<file path="src/slt_pkg.sv">
// Shared types and constants for the source line tokenizer.
// No dependencies; every other file imports this package.
package slt_pkg;

   // Classified-word queue between front and back
   localparam int Q_DEPTH = 4;
   localparam int Q_AW    = 2;

   // Token kinds
   localparam logic [4:0] KIND_STAR    = 5'd0;
   localparam logic [4:0] KIND_SLASH   = 5'd1;
   localparam logic [4:0] KIND_PLUS    = 5'd2;
   localparam logic [4:0] KIND_MINUS   = 5'd3;
   localparam logic [4:0] KIND_GT      = 5'd4;
   localparam logic [4:0] KIND_LT      = 5'd5;
   localparam logic [4:0] KIND_OR      = 5'd6;
   localparam logic [4:0] KIND_AND     = 5'd7;
   localparam logic [4:0] KIND_NEQ     = 5'd8;
   localparam logic [4:0] KIND_NOT     = 5'd9;
   localparam logic [4:0] KIND_EQEQ    = 5'd10;
   localparam logic [4:0] KIND_ASSIGN  = 5'd11;
   localparam logic [4:0] KIND_LPAREN  = 5'd12;
   localparam logic [4:0] KIND_RPAREN  = 5'd13;
   localparam logic [4:0] KIND_LBRACE  = 5'd14;
   localparam logic [4:0] KIND_RBRACE  = 5'd15;
   localparam logic [4:0] KIND_SEMI    = 5'd16;
   localparam logic [4:0] KIND_NUMBER  = 5'd17;
   localparam logic [4:0] KIND_LET     = 5'd18;
   localparam logic [4:0] KIND_IF      = 5'd19;
   localparam logic [4:0] KIND_ELSE    = 5'd20;
   localparam logic [4:0] KIND_PRINT   = 5'd21;
   localparam logic [4:0] KIND_PRINTLN = 5'd22;
   localparam logic [4:0] KIND_BOOL    = 5'd23;
   localparam logic [4:0] KIND_IDENT   = 5'd24;
   localparam logic [4:0] KIND_STRING  = 5'd25;
   localparam logic [4:0] KIND_END     = 5'd26;

   // Error codes
   localparam logic [2:0] ERR_NONE    = 3'd0;
   localparam logic [2:0] ERR_BAR     = 3'd1;
   localparam logic [2:0] ERR_AMP     = 3'd2;
   localparam logic [2:0] ERR_UNKNOWN = 3'd3;
   localparam logic [2:0] ERR_DOT     = 3'd4;
   localparam logic [2:0] ERR_OPEN    = 3'd5;

   // Characters the back end compares against
   localparam logic [7:0] CH_BAR   = 8'h7C;
   localparam logic [7:0] CH_AMP   = 8'h26;
   localparam logic [7:0] CH_BANG  = 8'h21;
   localparam logic [7:0] CH_EQ    = 8'h3D;
   localparam logic [7:0] CH_QUOTE = 8'h22;

   typedef enum logic [2:0] {
      MODE_IDLE,
      MODE_PEND,
      MODE_WORD,
      MODE_NUM,
      MODE_STR,
      MODE_DROP
   } mode_type;

   typedef enum logic [2:0] {
      CLS_SINGLE,
      CLS_OPER,
      CLS_SPACE,
      CLS_ALPHA,
      CLS_DIGIT,
      CLS_QUOTE,
      CLS_DOT,
      CLS_OTHER
   } cls_type;

   typedef struct packed {
      logic [7:0] char_byte;
      logic       line_end;
   } slt_req_type;

   typedef struct packed {
      logic [4:0]  token_kind;
      logic [15:0] token_start;
      logic [15:0] token_length;
      logic [2:0]  error_code;
      logic        last_of_run;
   } slt_rsp_type;

   typedef struct packed {
      logic [7:0] char_byte;
      logic       line_end;
      cls_type    cls;
      logic [4:0] single_kind;
   } slt_entry_type;

   // Match the first seven buffered letters of a word against the keywords
   function automatic logic [4:0] kw_match(input logic [6:0][7:0] p,
                                           input logic [15:0] cnt);
      logic [4:0] kind;
      kind = KIND_IDENT;
      if (cnt == 16'd3 && {p[0], p[1], p[2]} == "let") kind = KIND_LET;
      if (cnt == 16'd2 && {p[0], p[1]} == "if") kind = KIND_IF;
      if (cnt == 16'd4 && {p[0], p[1], p[2], p[3]} == "else") kind = KIND_ELSE;
      if (cnt == 16'd5 && {p[0], p[1], p[2], p[3], p[4]} == "print") kind = KIND_PRINT;
      if (cnt == 16'd7 && {p[0], p[1], p[2], p[3], p[4], p[5], p[6]} == "println")
         kind = KIND_PRINTLN;
      if (cnt == 16'd4 && {p[0], p[1], p[2], p[3]} == "true") kind = KIND_BOOL;
      if (cnt == 16'd5 && {p[0], p[1], p[2], p[3], p[4]} == "false") kind = KIND_BOOL;
      return kind;
   endfunction

endpackage

</file>
<file path="src/slt_front.sv">
// Front end: classifies each incoming character word for the scanner.
// Depends on slt_pkg.
module slt_front
   import slt_pkg::*;
(
   input  slt_req_type   req_word,
   output slt_entry_type entry
);

   // Classify the byte and look up single-character operators
   always_comb begin
      logic [7:0] c;
      c = req_word.char_byte;
      entry.char_byte   = c;
      entry.line_end    = req_word.line_end;
      entry.single_kind = '0;
      entry.cls         = CLS_OTHER;
      case (c)
         8'h2A: begin entry.cls = CLS_SINGLE; entry.single_kind = KIND_STAR;   end
         8'h2F: begin entry.cls = CLS_SINGLE; entry.single_kind = KIND_SLASH;  end
         8'h2B: begin entry.cls = CLS_SINGLE; entry.single_kind = KIND_PLUS;   end
         8'h2D: begin entry.cls = CLS_SINGLE; entry.single_kind = KIND_MINUS;  end
         8'h3E: begin entry.cls = CLS_SINGLE; entry.single_kind = KIND_GT;     end
         8'h3C: begin entry.cls = CLS_SINGLE; entry.single_kind = KIND_LT;     end
         8'h28: begin entry.cls = CLS_SINGLE; entry.single_kind = KIND_LPAREN; end
         8'h29: begin entry.cls = CLS_SINGLE; entry.single_kind = KIND_RPAREN; end
         8'h7B: begin entry.cls = CLS_SINGLE; entry.single_kind = KIND_LBRACE; end
         8'h7D: begin entry.cls = CLS_SINGLE; entry.single_kind = KIND_RBRACE; end
         8'h3B: begin entry.cls = CLS_SINGLE; entry.single_kind = KIND_SEMI;   end
         CH_BAR, CH_AMP, CH_BANG, CH_EQ: begin
            entry.cls = CLS_OPER;
         end
         CH_QUOTE: begin
            entry.cls = CLS_QUOTE;
         end
         8'h2E: begin
            entry.cls = CLS_DOT;
         end
         default: begin
            if (c == 8'h20 || (c >= 8'h09 && c <= 8'h0D)) begin
               entry.cls = CLS_SPACE;
            end else if ((c >= 8'h41 && c <= 8'h5A) || (c >= 8'h61 && c <= 8'h7A)) begin
               entry.cls = CLS_ALPHA;
            end else if (c >= 8'h30 && c <= 8'h39) begin
               entry.cls = CLS_DIGIT;
            end else begin
               entry.cls = CLS_OTHER;
            end
         end
      endcase
   end

endmodule

</file>
<file path="src/slt_queue.sv">
// Short queue of classified words between front and back ends.
// Depends on slt_pkg.
module slt_queue
   import slt_pkg::*;
(
   input  logic          clock,
   input  logic          reset,
   input  logic          push,
   input  slt_entry_type push_entry,
   output logic          full,
   input  logic          pop,
   output logic          head_valid,
   output slt_entry_type head_entry
);

   slt_entry_type       slot_ff [Q_DEPTH];
   logic [Q_AW-1:0]     wr_ptr_ff, wr_ptr_in;
   logic [Q_AW-1:0]     rd_ptr_ff, rd_ptr_in;
   logic [Q_AW:0]       count_ff, count_in;
   logic                do_push, do_pop;

   assign full       = (count_ff == (Q_AW+1)'(Q_DEPTH));
   assign head_valid = (count_ff != '0);
   assign head_entry = slot_ff[rd_ptr_ff];
   assign do_push    = push && !full;
   assign do_pop     = pop && head_valid;

   // Advance pointers and occupancy
   always_comb begin
      wr_ptr_in = do_push ? wr_ptr_ff + 1'b1 : wr_ptr_ff;
      rd_ptr_in = do_pop ? rd_ptr_ff + 1'b1 : rd_ptr_ff;
      count_in  = count_ff;
      if (do_push && !do_pop) count_in = count_ff + 1'b1;
      if (do_pop && !do_push) count_in = count_ff - 1'b1;
   end

   always_ff @(posedge clock) begin
      if (reset) begin
         wr_ptr_ff <= '0;
         rd_ptr_ff <= '0;
         count_ff  <= '0;
      end else begin
         wr_ptr_ff <= wr_ptr_in;
         rd_ptr_ff <= rd_ptr_in;
         count_ff  <= count_in;
      end
   end

   // Store the incoming word
   always_ff @(posedge clock) begin
      if (do_push) slot_ff[wr_ptr_ff] <= push_entry;
   end

endmodule

</file>
<file path="src/slt_back.sv">
// Back end: scanner state machine and result register.
// Depends on slt_pkg; fed by slt_queue.
module slt_back
   import slt_pkg::*;
#(
   parameter int MAX_LINE       = 65536,
   parameter int KEYWORD_BUFFER = 8
) (
   input  logic          clock,
   input  logic          reset,
   input  logic          head_valid,
   input  slt_entry_type head_entry,
   output logic          pop,
   output logic          rsp_valid,
   input  logic          rsp_ready,
   output slt_rsp_type   rsp_data
);

   localparam int PW  = $clog2(MAX_LINE);
   localparam int KIW = $clog2(KEYWORD_BUFFER);
   localparam logic [PW-1:0] POS_MAX = PW'(MAX_LINE - 1);

   // Scanner state
   mode_type        mode_ff, mode_in;
   logic [7:0]      pend_op_ff, pend_op_in;
   logic            dot_seen_ff, dot_seen_in;
   logic [PW-1:0]   line_pos_ff, line_pos_in;
   logic [15:0]     tok_begin_ff, tok_begin_in;
   logic [15:0]     word_cnt_ff, word_cnt_in;
   logic [7:0]      word_prefix_ff [KEYWORD_BUFFER];

   // Prefix write for this word
   logic            pref_wr;
   logic [KIW-1:0]  pref_idx;
   logic [7:0]      pref_byte;

   // Results of the head word
   slt_rsp_type     res [3];
   logic [1:0]      res_cnt;

   // Output side
   logic [1:0]      idx_ff, idx_in;
   logic            rsp_valid_ff;
   slt_rsp_type     rsp_data_ff;
   logic            can_load, at_last, load;
   slt_rsp_type     sel;

   function automatic slt_rsp_type mk(input logic [4:0] kind, input logic [15:0] start,
                                      input logic [15:0] len, input logic [2:0] err);
      slt_rsp_type r;
      r.token_kind   = kind;
      r.token_start  = start;
      r.token_length = len;
      r.error_code   = err;
      r.last_of_run  = 1'b0;
      return r;
   endfunction

   function automatic logic [15:0] inc_sat(input logic [15:0] v);
      return (v == 16'hFFFF) ? v : v + 16'd1;
   endfunction

   // Scan the head word: next state and the list of results
   always_comb begin
      logic [7:0]      c;
      logic            last;
      logic [15:0]     pos16;
      logic [15:0]     pos_next;
      logic [16:0]     pos_p1;
      logic            consumed;
      logic [2:0]      err;
      logic [1:0]      cnt;
      logic [6:0][7:0] cur7;
      logic [6:0][7:0] fin7;

      c        = head_entry.char_byte;
      last     = head_entry.line_end;
      pos16    = 16'(line_pos_ff);
      pos_p1   = {1'b0, pos16} + 17'd1;
      pos_next = pos_p1[16] ? 16'hFFFF : pos_p1[15:0];
      consumed = 1'b0;
      err      = ERR_NONE;
      cnt      = 2'd0;
      for (int i = 0; i < 3; i++) res[i] = '0;

      mode_in      = mode_ff;
      pend_op_in   = pend_op_ff;
      dot_seen_in  = dot_seen_ff;
      line_pos_in  = line_pos_ff;
      tok_begin_in = tok_begin_ff;
      word_cnt_in  = word_cnt_ff;
      pref_wr      = 1'b0;
      pref_idx     = word_cnt_ff[KIW-1:0];
      pref_byte    = c;

      for (int i = 0; i < 7; i++) cur7[i] = word_prefix_ff[i];

      if (mode_ff != MODE_DROP) begin
         // Finish the token in progress
         case (mode_ff)
            MODE_PEND: begin
               mode_in = MODE_IDLE;
               if (pend_op_ff == CH_BAR) begin
                  if (c == CH_BAR) begin
                     res[cnt] = mk(KIND_OR, tok_begin_ff, 16'd2, ERR_NONE);
                     cnt = cnt + 2'd1;
                     consumed = 1'b1;
                  end else begin
                     err = ERR_BAR;
                  end
               end else if (pend_op_ff == CH_AMP) begin
                  if (c == CH_AMP) begin
                     res[cnt] = mk(KIND_AND, tok_begin_ff, 16'd2, ERR_NONE);
                     cnt = cnt + 2'd1;
                     consumed = 1'b1;
                  end else begin
                     err = ERR_AMP;
                  end
               end else if (pend_op_ff == CH_BANG) begin
                  if (c == CH_EQ) begin
                     res[cnt] = mk(KIND_NEQ, tok_begin_ff, 16'd2, ERR_NONE);
                     consumed = 1'b1;
                  end else begin
                     res[cnt] = mk(KIND_NOT, tok_begin_ff, 16'd1, ERR_NONE);
                  end
                  cnt = cnt + 2'd1;
               end else begin
                  if (c == CH_EQ) begin
                     res[cnt] = mk(KIND_EQEQ, tok_begin_ff, 16'd2, ERR_NONE);
                     consumed = 1'b1;
                  end else begin
                     res[cnt] = mk(KIND_ASSIGN, tok_begin_ff, 16'd1, ERR_NONE);
                  end
                  cnt = cnt + 2'd1;
               end
            end
            MODE_WORD: begin
               if (head_entry.cls == CLS_ALPHA) begin
                  if (word_cnt_ff < 16'(KEYWORD_BUFFER)) pref_wr = 1'b1;
                  word_cnt_in = inc_sat(word_cnt_ff);
                  consumed = 1'b1;
               end else begin
                  res[cnt] = mk(kw_match(cur7, word_cnt_ff), tok_begin_ff, word_cnt_ff,
                                ERR_NONE);
                  cnt = cnt + 2'd1;
                  mode_in = MODE_IDLE;
               end
            end
            MODE_NUM: begin
               if (head_entry.cls == CLS_DIGIT) begin
                  word_cnt_in = inc_sat(word_cnt_ff);
                  consumed = 1'b1;
               end else if (head_entry.cls == CLS_DOT && !dot_seen_ff) begin
                  dot_seen_in = 1'b1;
                  word_cnt_in = inc_sat(word_cnt_ff);
                  consumed = 1'b1;
               end else if (head_entry.cls == CLS_DOT) begin
                  err = ERR_DOT;
               end else begin
                  res[cnt] = mk(KIND_NUMBER, tok_begin_ff, word_cnt_ff, ERR_NONE);
                  cnt = cnt + 2'd1;
                  mode_in = MODE_IDLE;
               end
            end
            MODE_STR: begin
               consumed = 1'b1;
               if (head_entry.cls == CLS_QUOTE) begin
                  res[cnt] = mk(KIND_STRING, tok_begin_ff, word_cnt_ff, ERR_NONE);
                  cnt = cnt + 2'd1;
                  mode_in = MODE_IDLE;
               end else begin
                  word_cnt_in = inc_sat(word_cnt_ff);
               end
            end
            default: begin
            end
         endcase

         // Start a new token
         if (!consumed && err == ERR_NONE) begin
            case (head_entry.cls)
               CLS_SINGLE: begin
                  res[cnt] = mk(head_entry.single_kind, pos16, 16'd1, ERR_NONE);
                  cnt = cnt + 2'd1;
               end
               CLS_OPER: begin
                  mode_in      = MODE_PEND;
                  pend_op_in   = c;
                  tok_begin_in = pos16;
               end
               CLS_SPACE: begin
               end
               CLS_ALPHA: begin
                  mode_in      = MODE_WORD;
                  tok_begin_in = pos16;
                  word_cnt_in  = 16'd1;
                  pref_wr      = 1'b1;
                  pref_idx     = '0;
               end
               CLS_DIGIT: begin
                  mode_in      = MODE_NUM;
                  tok_begin_in = pos16;
                  word_cnt_in  = 16'd1;
                  dot_seen_in  = 1'b0;
               end
               CLS_QUOTE: begin
                  mode_in      = MODE_STR;
                  tok_begin_in = pos_next;
                  word_cnt_in  = 16'd0;
               end
               default: begin
                  err = ERR_UNKNOWN;
               end
            endcase
         end

         for (int i = 0; i < 7; i++) begin
            fin7[i] = (pref_wr && pref_idx == KIW'(i)) ? pref_byte : word_prefix_ff[i];
         end

         // Close the line
         if (last && err == ERR_NONE) begin
            if (mode_in == MODE_PEND || mode_in == MODE_STR) begin
               err = ERR_OPEN;
            end else begin
               if (mode_in == MODE_WORD) begin
                  res[cnt] = mk(kw_match(fin7, word_cnt_in), tok_begin_in, word_cnt_in,
                                ERR_NONE);
                  cnt = cnt + 2'd1;
               end else if (mode_in == MODE_NUM) begin
                  res[cnt] = mk(KIND_NUMBER, tok_begin_in, word_cnt_in, ERR_NONE);
                  cnt = cnt + 2'd1;
               end
               res[cnt] = mk(KIND_END, pos_next, 16'd0, ERR_NONE);
               cnt = cnt + 2'd1;
            end
         end

         // Report the first error and drop the rest of the line
         if (err != ERR_NONE) begin
            res[cnt] = mk(KIND_END, pos16, 16'd0, err);
            cnt = cnt + 2'd1;
            mode_in = MODE_DROP;
         end
      end else begin
         for (int i = 0; i < 7; i++) fin7[i] = word_prefix_ff[i];
      end

      // Track the line position
      if (last) begin
         mode_in     = MODE_IDLE;
         line_pos_in = '0;
      end else if (line_pos_ff < POS_MAX) begin
         line_pos_in = line_pos_ff + 1'b1;
      end

      res_cnt = cnt;
   end

   // Hand results to the output register one at a time
   always_comb begin
      can_load = !rsp_valid_ff || rsp_ready;
      at_last  = (res_cnt == 2'd0) || (idx_ff == res_cnt - 2'd1);
      load     = head_valid && (res_cnt != 2'd0) && can_load;
      pop      = head_valid && ((res_cnt == 2'd0) || (can_load && at_last));
      sel      = res[idx_ff];
      sel.last_of_run = at_last;
      if (pop) begin
         idx_in = 2'd0;
      end else if (load) begin
         idx_in = idx_ff + 2'd1;
      end else begin
         idx_in = idx_ff;
      end
   end

   // Commit scanner state when the head word retires
   always_ff @(posedge clock) begin
      if (reset) begin
         mode_ff      <= MODE_IDLE;
         pend_op_ff   <= '0;
         dot_seen_ff  <= 1'b0;
         line_pos_ff  <= '0;
         tok_begin_ff <= '0;
         word_cnt_ff  <= '0;
         idx_ff       <= 2'd0;
         rsp_valid_ff <= 1'b0;
      end else begin
         if (pop) begin
            mode_ff      <= mode_in;
            pend_op_ff   <= pend_op_in;
            dot_seen_ff  <= dot_seen_in;
            line_pos_ff  <= line_pos_in;
            tok_begin_ff <= tok_begin_in;
            word_cnt_ff  <= word_cnt_in;
         end
         idx_ff       <= idx_in;
         rsp_valid_ff <= load || (rsp_valid_ff && !rsp_ready);
      end
   end

   // Keyword buffer and result payload
   always_ff @(posedge clock) begin
      if (pop && pref_wr) word_prefix_ff[pref_idx] <= pref_byte;
      if (load) rsp_data_ff <= sel;
   end

   assign rsp_valid = rsp_valid_ff;
   assign rsp_data  = rsp_data_ff;

`ifndef ASSERT_OFF
   // A partly emitted run always has its word still at the head
   a_idx_held: assert property (@(posedge clock) disable iff (reset)
      (idx_ff != 2'd0) |-> head_valid)
      else $error("result index advanced without a held word");

   // A dropped line yields nothing
   a_drop_silent: assert property (@(posedge clock) disable iff (reset)
      (mode_ff == MODE_DROP) |-> !load)
      else $error("result loaded while dropping a line");

   // A word retires only after its final result
   a_pop_last: assert property (@(posedge clock) disable iff (reset)
      pop |-> (res_cnt == 2'd0 || idx_ff == res_cnt - 2'd1))
      else $error("word retired before all results were sent");

   // Errors are carried only on end tokens
   a_err_end: assert property (@(posedge clock) disable iff (reset)
      (load && sel.error_code != ERR_NONE) |-> (sel.token_kind == KIND_END))
      else $error("error code on a non-end token");
`endif

endmodule

</file>
<file path="src/source_line_tokenizer_top.sv">
// Top level of the source line tokenizer: front classifier, queue, scanner.
// Depends on slt_pkg, slt_front, slt_queue and slt_back.
//
//   channel  direction  payload        handshake
//   req_     in         slt_req_type   req_valid / req_ready
//   rsp_     out        slt_rsp_type   rsp_valid / rsp_ready
//
// One character word is taken per cycle while the four-entry queue has room.
// The scanner retires one word per cycle if it yields at most one token and
// the result register can load; a word with two or three tokens holds the
// scanner while they load in turn. A word passes a queue slot and the result
// register before rsp_valid rises. Synchronous reset clears the queue and
// scanner state; the keyword buffer holds no reset value. Either side may
// stall independently; a held result backs up the queue, then req_ready.
module source_line_tokenizer_top
   import slt_pkg::*;
#(
   parameter int MAX_LINE       = 65536,
   parameter int KEYWORD_BUFFER = 8
) (
   input  logic        clock,
   input  logic        reset,
   input  logic        req_valid,
   output logic        req_ready,
   input  slt_req_type req_data,
   output logic        rsp_valid,
   input  logic        rsp_ready,
   output slt_rsp_type rsp_data
);

   slt_entry_type front_entry;
   slt_entry_type head_entry;
   logic          q_full, head_valid, pop;

   assign req_ready = !q_full;

   slt_front u_front (
      .req_word (req_data),
      .entry    (front_entry)
   );

   slt_queue u_queue (
      .clock      (clock),
      .reset      (reset),
      .push       (req_valid),
      .push_entry (front_entry),
      .full       (q_full),
      .pop        (pop),
      .head_valid (head_valid),
      .head_entry (head_entry)
   );

   slt_back #(
      .MAX_LINE       (MAX_LINE),
      .KEYWORD_BUFFER (KEYWORD_BUFFER)
   ) u_back (
      .clock      (clock),
      .reset      (reset),
      .head_valid (head_valid),
      .head_entry (head_entry),
      .pop        (pop),
      .rsp_valid  (rsp_valid),
      .rsp_ready  (rsp_ready),
      .rsp_data   (rsp_data)
   );

endmodule
</file>
<file path="config.mk">
export PLATFORM = sky130hd
export DESIGN_NAME = source_line_tokenizer_top
export DESIGN_NICKNAME = d
export VERILOG_FILES = /design/src/slt_pkg.sv /design/src/slt_front.sv /design/src/slt_queue.sv /design/src/slt_back.sv /design/src/source_line_tokenizer_top.sv
export SDC_FILE = /design/constraint.sdc
export NUM_CORES = 1
export LEC_CHECK = 0
export ABC_CLOCK_PERIOD_IN_PS = 17550
export BUFFER_PORTS_ARGS = -buffer_cell sky130_fd_sc_hd__buf_2
export CORE_MARGIN = 4
export CORE_UTILIZATION = 65
export DETAILED_ROUTE_END_ITERATION = 12
export PLACE_DENSITY = 0.83
export RECOVER_POWER = 50
export SLEW_MARGIN = 20
export SYNTH_ARGS = -nofsm -noshare
export SYNTH_HDL_FRONTEND = slang
export SYNTH_SLANG_ARGS = --single-unit
</file>
<file path="constraint.sdc">
create_clock -name clock -period 17.55 [get_ports clock]
set_clock_uncertainty 0.15 [all_clocks]
set_input_delay 2.6325 -clock clock [delete_from_list [all_inputs] [get_ports clock]]
set_output_delay 2.6325 -clock clock [all_outputs]
set_load 0.05 [all_outputs]
</file>
==> impl_metrics.toml <==
[synthesis]
synth_compound_area_share_pct = 19.3
yosysMostFrequentCell = "nand2_1"
muxShareOfSynthArea_pct = 5.18
synth-seq-cells = 237
synth.top_cell.area_share_pct = 33.5
syn-num-nets = 1662
synth_cell_types = 104
synth_seq_area_share_pct = 43.2
synth-simple-area-share_pct = 24.2
avgSynthCellArea_um2 = 9.10
ys_warn_count = 0
netlist_top_cells_count = "nand2_1, nor2_1, edfxtp_1"
synthAdderAreaFrac_pct = 1.91
yosys.area.top_type = "edfxtp_1"
synth-edff-count = 165
synth-async-reset-ratio_pct = 0
synth_top_flop_cell = "edfxtp_1"
syn_area_um2 = 14800
synth.area.top_cells = "edfxtp_1, dfxtp_1, nand2_1"
synth_xor_area_share_pct = 1.89
synth_top_family_by_area = "simple AND/OR/NAND/NOR gates"
synthCells = 1627

[grt]
grt_pass1_vias = 12600
grt_max_degree = 72
gr-usage-all-layers_pct = 33.8
antenna_found_initial = 1
grt_pass1_wl_um = 69700
overflow = 0

[sta]
tightest_slew_ps = 3580
drv_slew = 72
setup_viol = 0
grt_setup_unrepaired = "no"
hold_ws_ps = 338
layout_setup_ws_ps = 7500
hold_viol_final = 0
setup_tns_ps = 0
fmax_ghz = 0.0995
finalCritPeriodShare_pct = 57.3
slew_headroom_pct = -139
min_period_ps = 10050

[layout]
fin_nets = 1645
fin_area_um2 = 15800
regArea_um2 = 6400
n_antenna_cell = 0
drive_gt1_share_pct = 7.49
multi_input_area_um2 = 7790
area_growth_pct = 6.64
fillers = 1676

[floorplanning]
dieArea_um2 = 25300
initial_core_util_pct = 67.0
ios = 56
coreArea_um2 = 22100
die_h_um = 159
die_w_um = 159
core.rowCount = 54

[cts]
h-tree-depth = 1
postCtsSetupRepairBufs = 0
max-clock-path-buffers = 3
cts_tree = "done"
insertion_delay_ps = 550
clock-root-buffer = "clkbuf_16"
cts-resized-gates = 0
numClockSinks = 237
numCtsBuffers = 25
hold_buffers = 0
cts.clk_slew.worst_paths_ps = 60

[setup_path]
crit_path_frequent_cell = "ha_1"
cp.required_ps = 17560
cpPeakStageDelay_ps = 1000
r2r_cells = 25
critPathSlowestCell = "nor3_1"
crit_path_start_kind = "register"
arrival_ps = 10070
crit_fanout = 30
end_kind = "register"
ff2ff_setup_slack_ps = 7500
crit_type = "reg -> reg"
r2r-end = "u_back.word_prefix_ff[6][5]$_DFFE_PP_"
endpoint = "u_back.word_prefix_ff[6][5]$_DFFE_PP_"

[power_and_ir_drop]
clock_power_share_pct = 18.6
peakVddDrop_mv = 0.147
p_leak_nw = 5.20
combPwrFrac_pct = 52.3
p_sw_share_pct = 49.5
power.internal_mw = 1.40
p_seq_share_pct = 29.1
cellPowerDensity_nw_per_um2 = 176
power_mw = 2.77
p_switching_mw = 1.37

[placement]
post-dp-hpwl_um = 30600
post-place-ws_ps = 8300
gp_congestion = 1.05
portBuffers = 55
place_area_um2 = 15100

[route]
wl_per_cell_um = 23.5
drt_iter0_drc = 1763
vias = 13500
ant_nets = 0
routed_wl_um = 44900
avgViaCountPerCell = 7.09
firstDrtPassIters = 6
drc = 0

[min_path]
min_path_type = "reg -> reg"

[outcome]
violations = "max-capacitance violations, max-slew violations"
outcome = "finished with violations"

[run]
cap_viol_max_count = 1
==> critical path, delay by kind of cell (launching register included) <==
family / cells / cell delay [ps]
mux: 2 / 1060
simple gates: 8 / 3170
compound gates: 6 / 1590
flops: 1 / 430
xor+xnor: 1 / 180
buf+inv: 3 / 1410
fa+ha+maj: 5 / 1650
==> cells by family (layout without fill, tap and decap cells) <==
logic type / count (synthesis) / after routing
fa+ha+maj: 22 / 22
flops: 237 / 237
simple gates: 709 / 709
xor+xnor: 31 / 31
mux: 55 / 55
compound gates: 418 / 418
buf+inv: 155 / 157
==> cells in the final DEF, fill, tap and decap left out, types with 23 or more instances in the layout <==
| cell | instances |
|---|---|
| a211oi_1 | 25 |
| inv_1 | 43 |
| nor2_1 | 171 |
| dfxtp_1 | 72 |
| nor3_1 | 49 |
| clkbuf_1 | 56 |
| nand2_1 | 202 |
| edfxtp_1 | 165 |
| nand2b_1 | 26 |
| mux2i_1 | 29 |
| a21oi_1 | 99 |
| o21ai_1 | 23 |
| and3_1 | 26 |
| o21ai_0 | 71 |
| clkbuf_16 | 25 |
| nand3_1 | 49 |
| a22oi_1 | 27 |
==> per-stage QoR <==
| stage | utilization, % | std cells |
|---|---|---|
| CTS | 71.7 | 1909 |
| detailed placement | 68.2 | 1863 |
| global placement | 68.1 | 1863 |
| floorplan | - | 1627 |
| global route | 71.4 | 1909 |
| finish | 71.4 | 1909 |
==> cell type report <==
cell class,instances,share of cell area [%]
Sequential cell,237,40.5
Multi-Input combinational cell,1235,49.3
Clock buffer,30,4.15
Timing Repair Buffer,66,1.82
Tap cell,280,2.22
Clock inverter,16,0.880
Inverter,45,1.07
==> metal layers <==
metal  vias to the layer above  global-route usage (%)  routed length, µm
li1                       6078                       -                  -
met1                      6325                    47.3              17900
met2                       977                    53.1              20000
met3                       148                    6.64               5300
met4                         2                    11.6               1600
met5                         -                       0                 13
==> registers in the layout, summed over array words and instances, names as in the netlist, named ones only <==
| register | flops |
|---|---|
| u_queue.wr_ptr_ff | 2 |
| u_queue.slot_ff | 68 |
| u_back.line_pos_ff | 16 |
| u_back.pend_op_ff | 8 |
| u_back.rsp_valid | 1 |
| u_back.rsp_data | 41 |
| u_back.word_prefix_ff | 56 |
| u_back.idx_ff | 2 |
| u_back.tok_begin_ff | 16 |
| u_back.word_cnt_ff | 16 |
| u_back.dot_seen_ff | 1 |
| u_back.mode_ff | 3 |
| u_queue.rd_ptr_ff | 2 |
| u_queue.count_ff | 3 |
==> worst min path at each step <==
| stage | from | to | cells after the start |
|---|---|---|---|
| 3_3_place_gp | u_back.tok_begin_ff[15]$_SDFFE_PP0P_ | u_back.tok_begin_ff[15]$_SDFFE_PP0P_ | 2 |
| 2_1_floorplan | u_back.tok_begin_ff[14]$_SDFFE_PP0P_ | u_back.tok_begin_ff[14]$_SDFFE_PP0P_ | 2 |
| 3_5_place_dp | u_back.tok_begin_ff[15]$_SDFFE_PP0P_ | u_back.tok_begin_ff[15]$_SDFFE_PP0P_ | 2 |
| 4_1_cts | u_back.tok_begin_ff[15]$_SDFFE_PP0P_ | u_back.tok_begin_ff[15]$_SDFFE_PP0P_ | 2 |
| 6_report | u_back.tok_begin_ff[14]$_SDFFE_PP0P_ | u_back.tok_begin_ff[14]$_SDFFE_PP0P_ | 2 |
| 5_1_grt | u_back.tok_begin_ff[14]$_SDFFE_PP0P_ | u_back.tok_begin_ff[14]$_SDFFE_PP0P_ | 2 |
==> power groups by stage <==
stage          logic [mW]  clock network, mW  registers [mW]
2_1_floorplan       0.879                  0           0.978
6_report             1.45              0.516           0.807
5_1_grt              1.54              0.541           0.814
3_3_place_gp         1.39                  0           0.809
3_5_place_dp         1.42                  0           0.813
4_1_cts              1.42              0.518           0.803
Power figures use the tool's default switching activity.
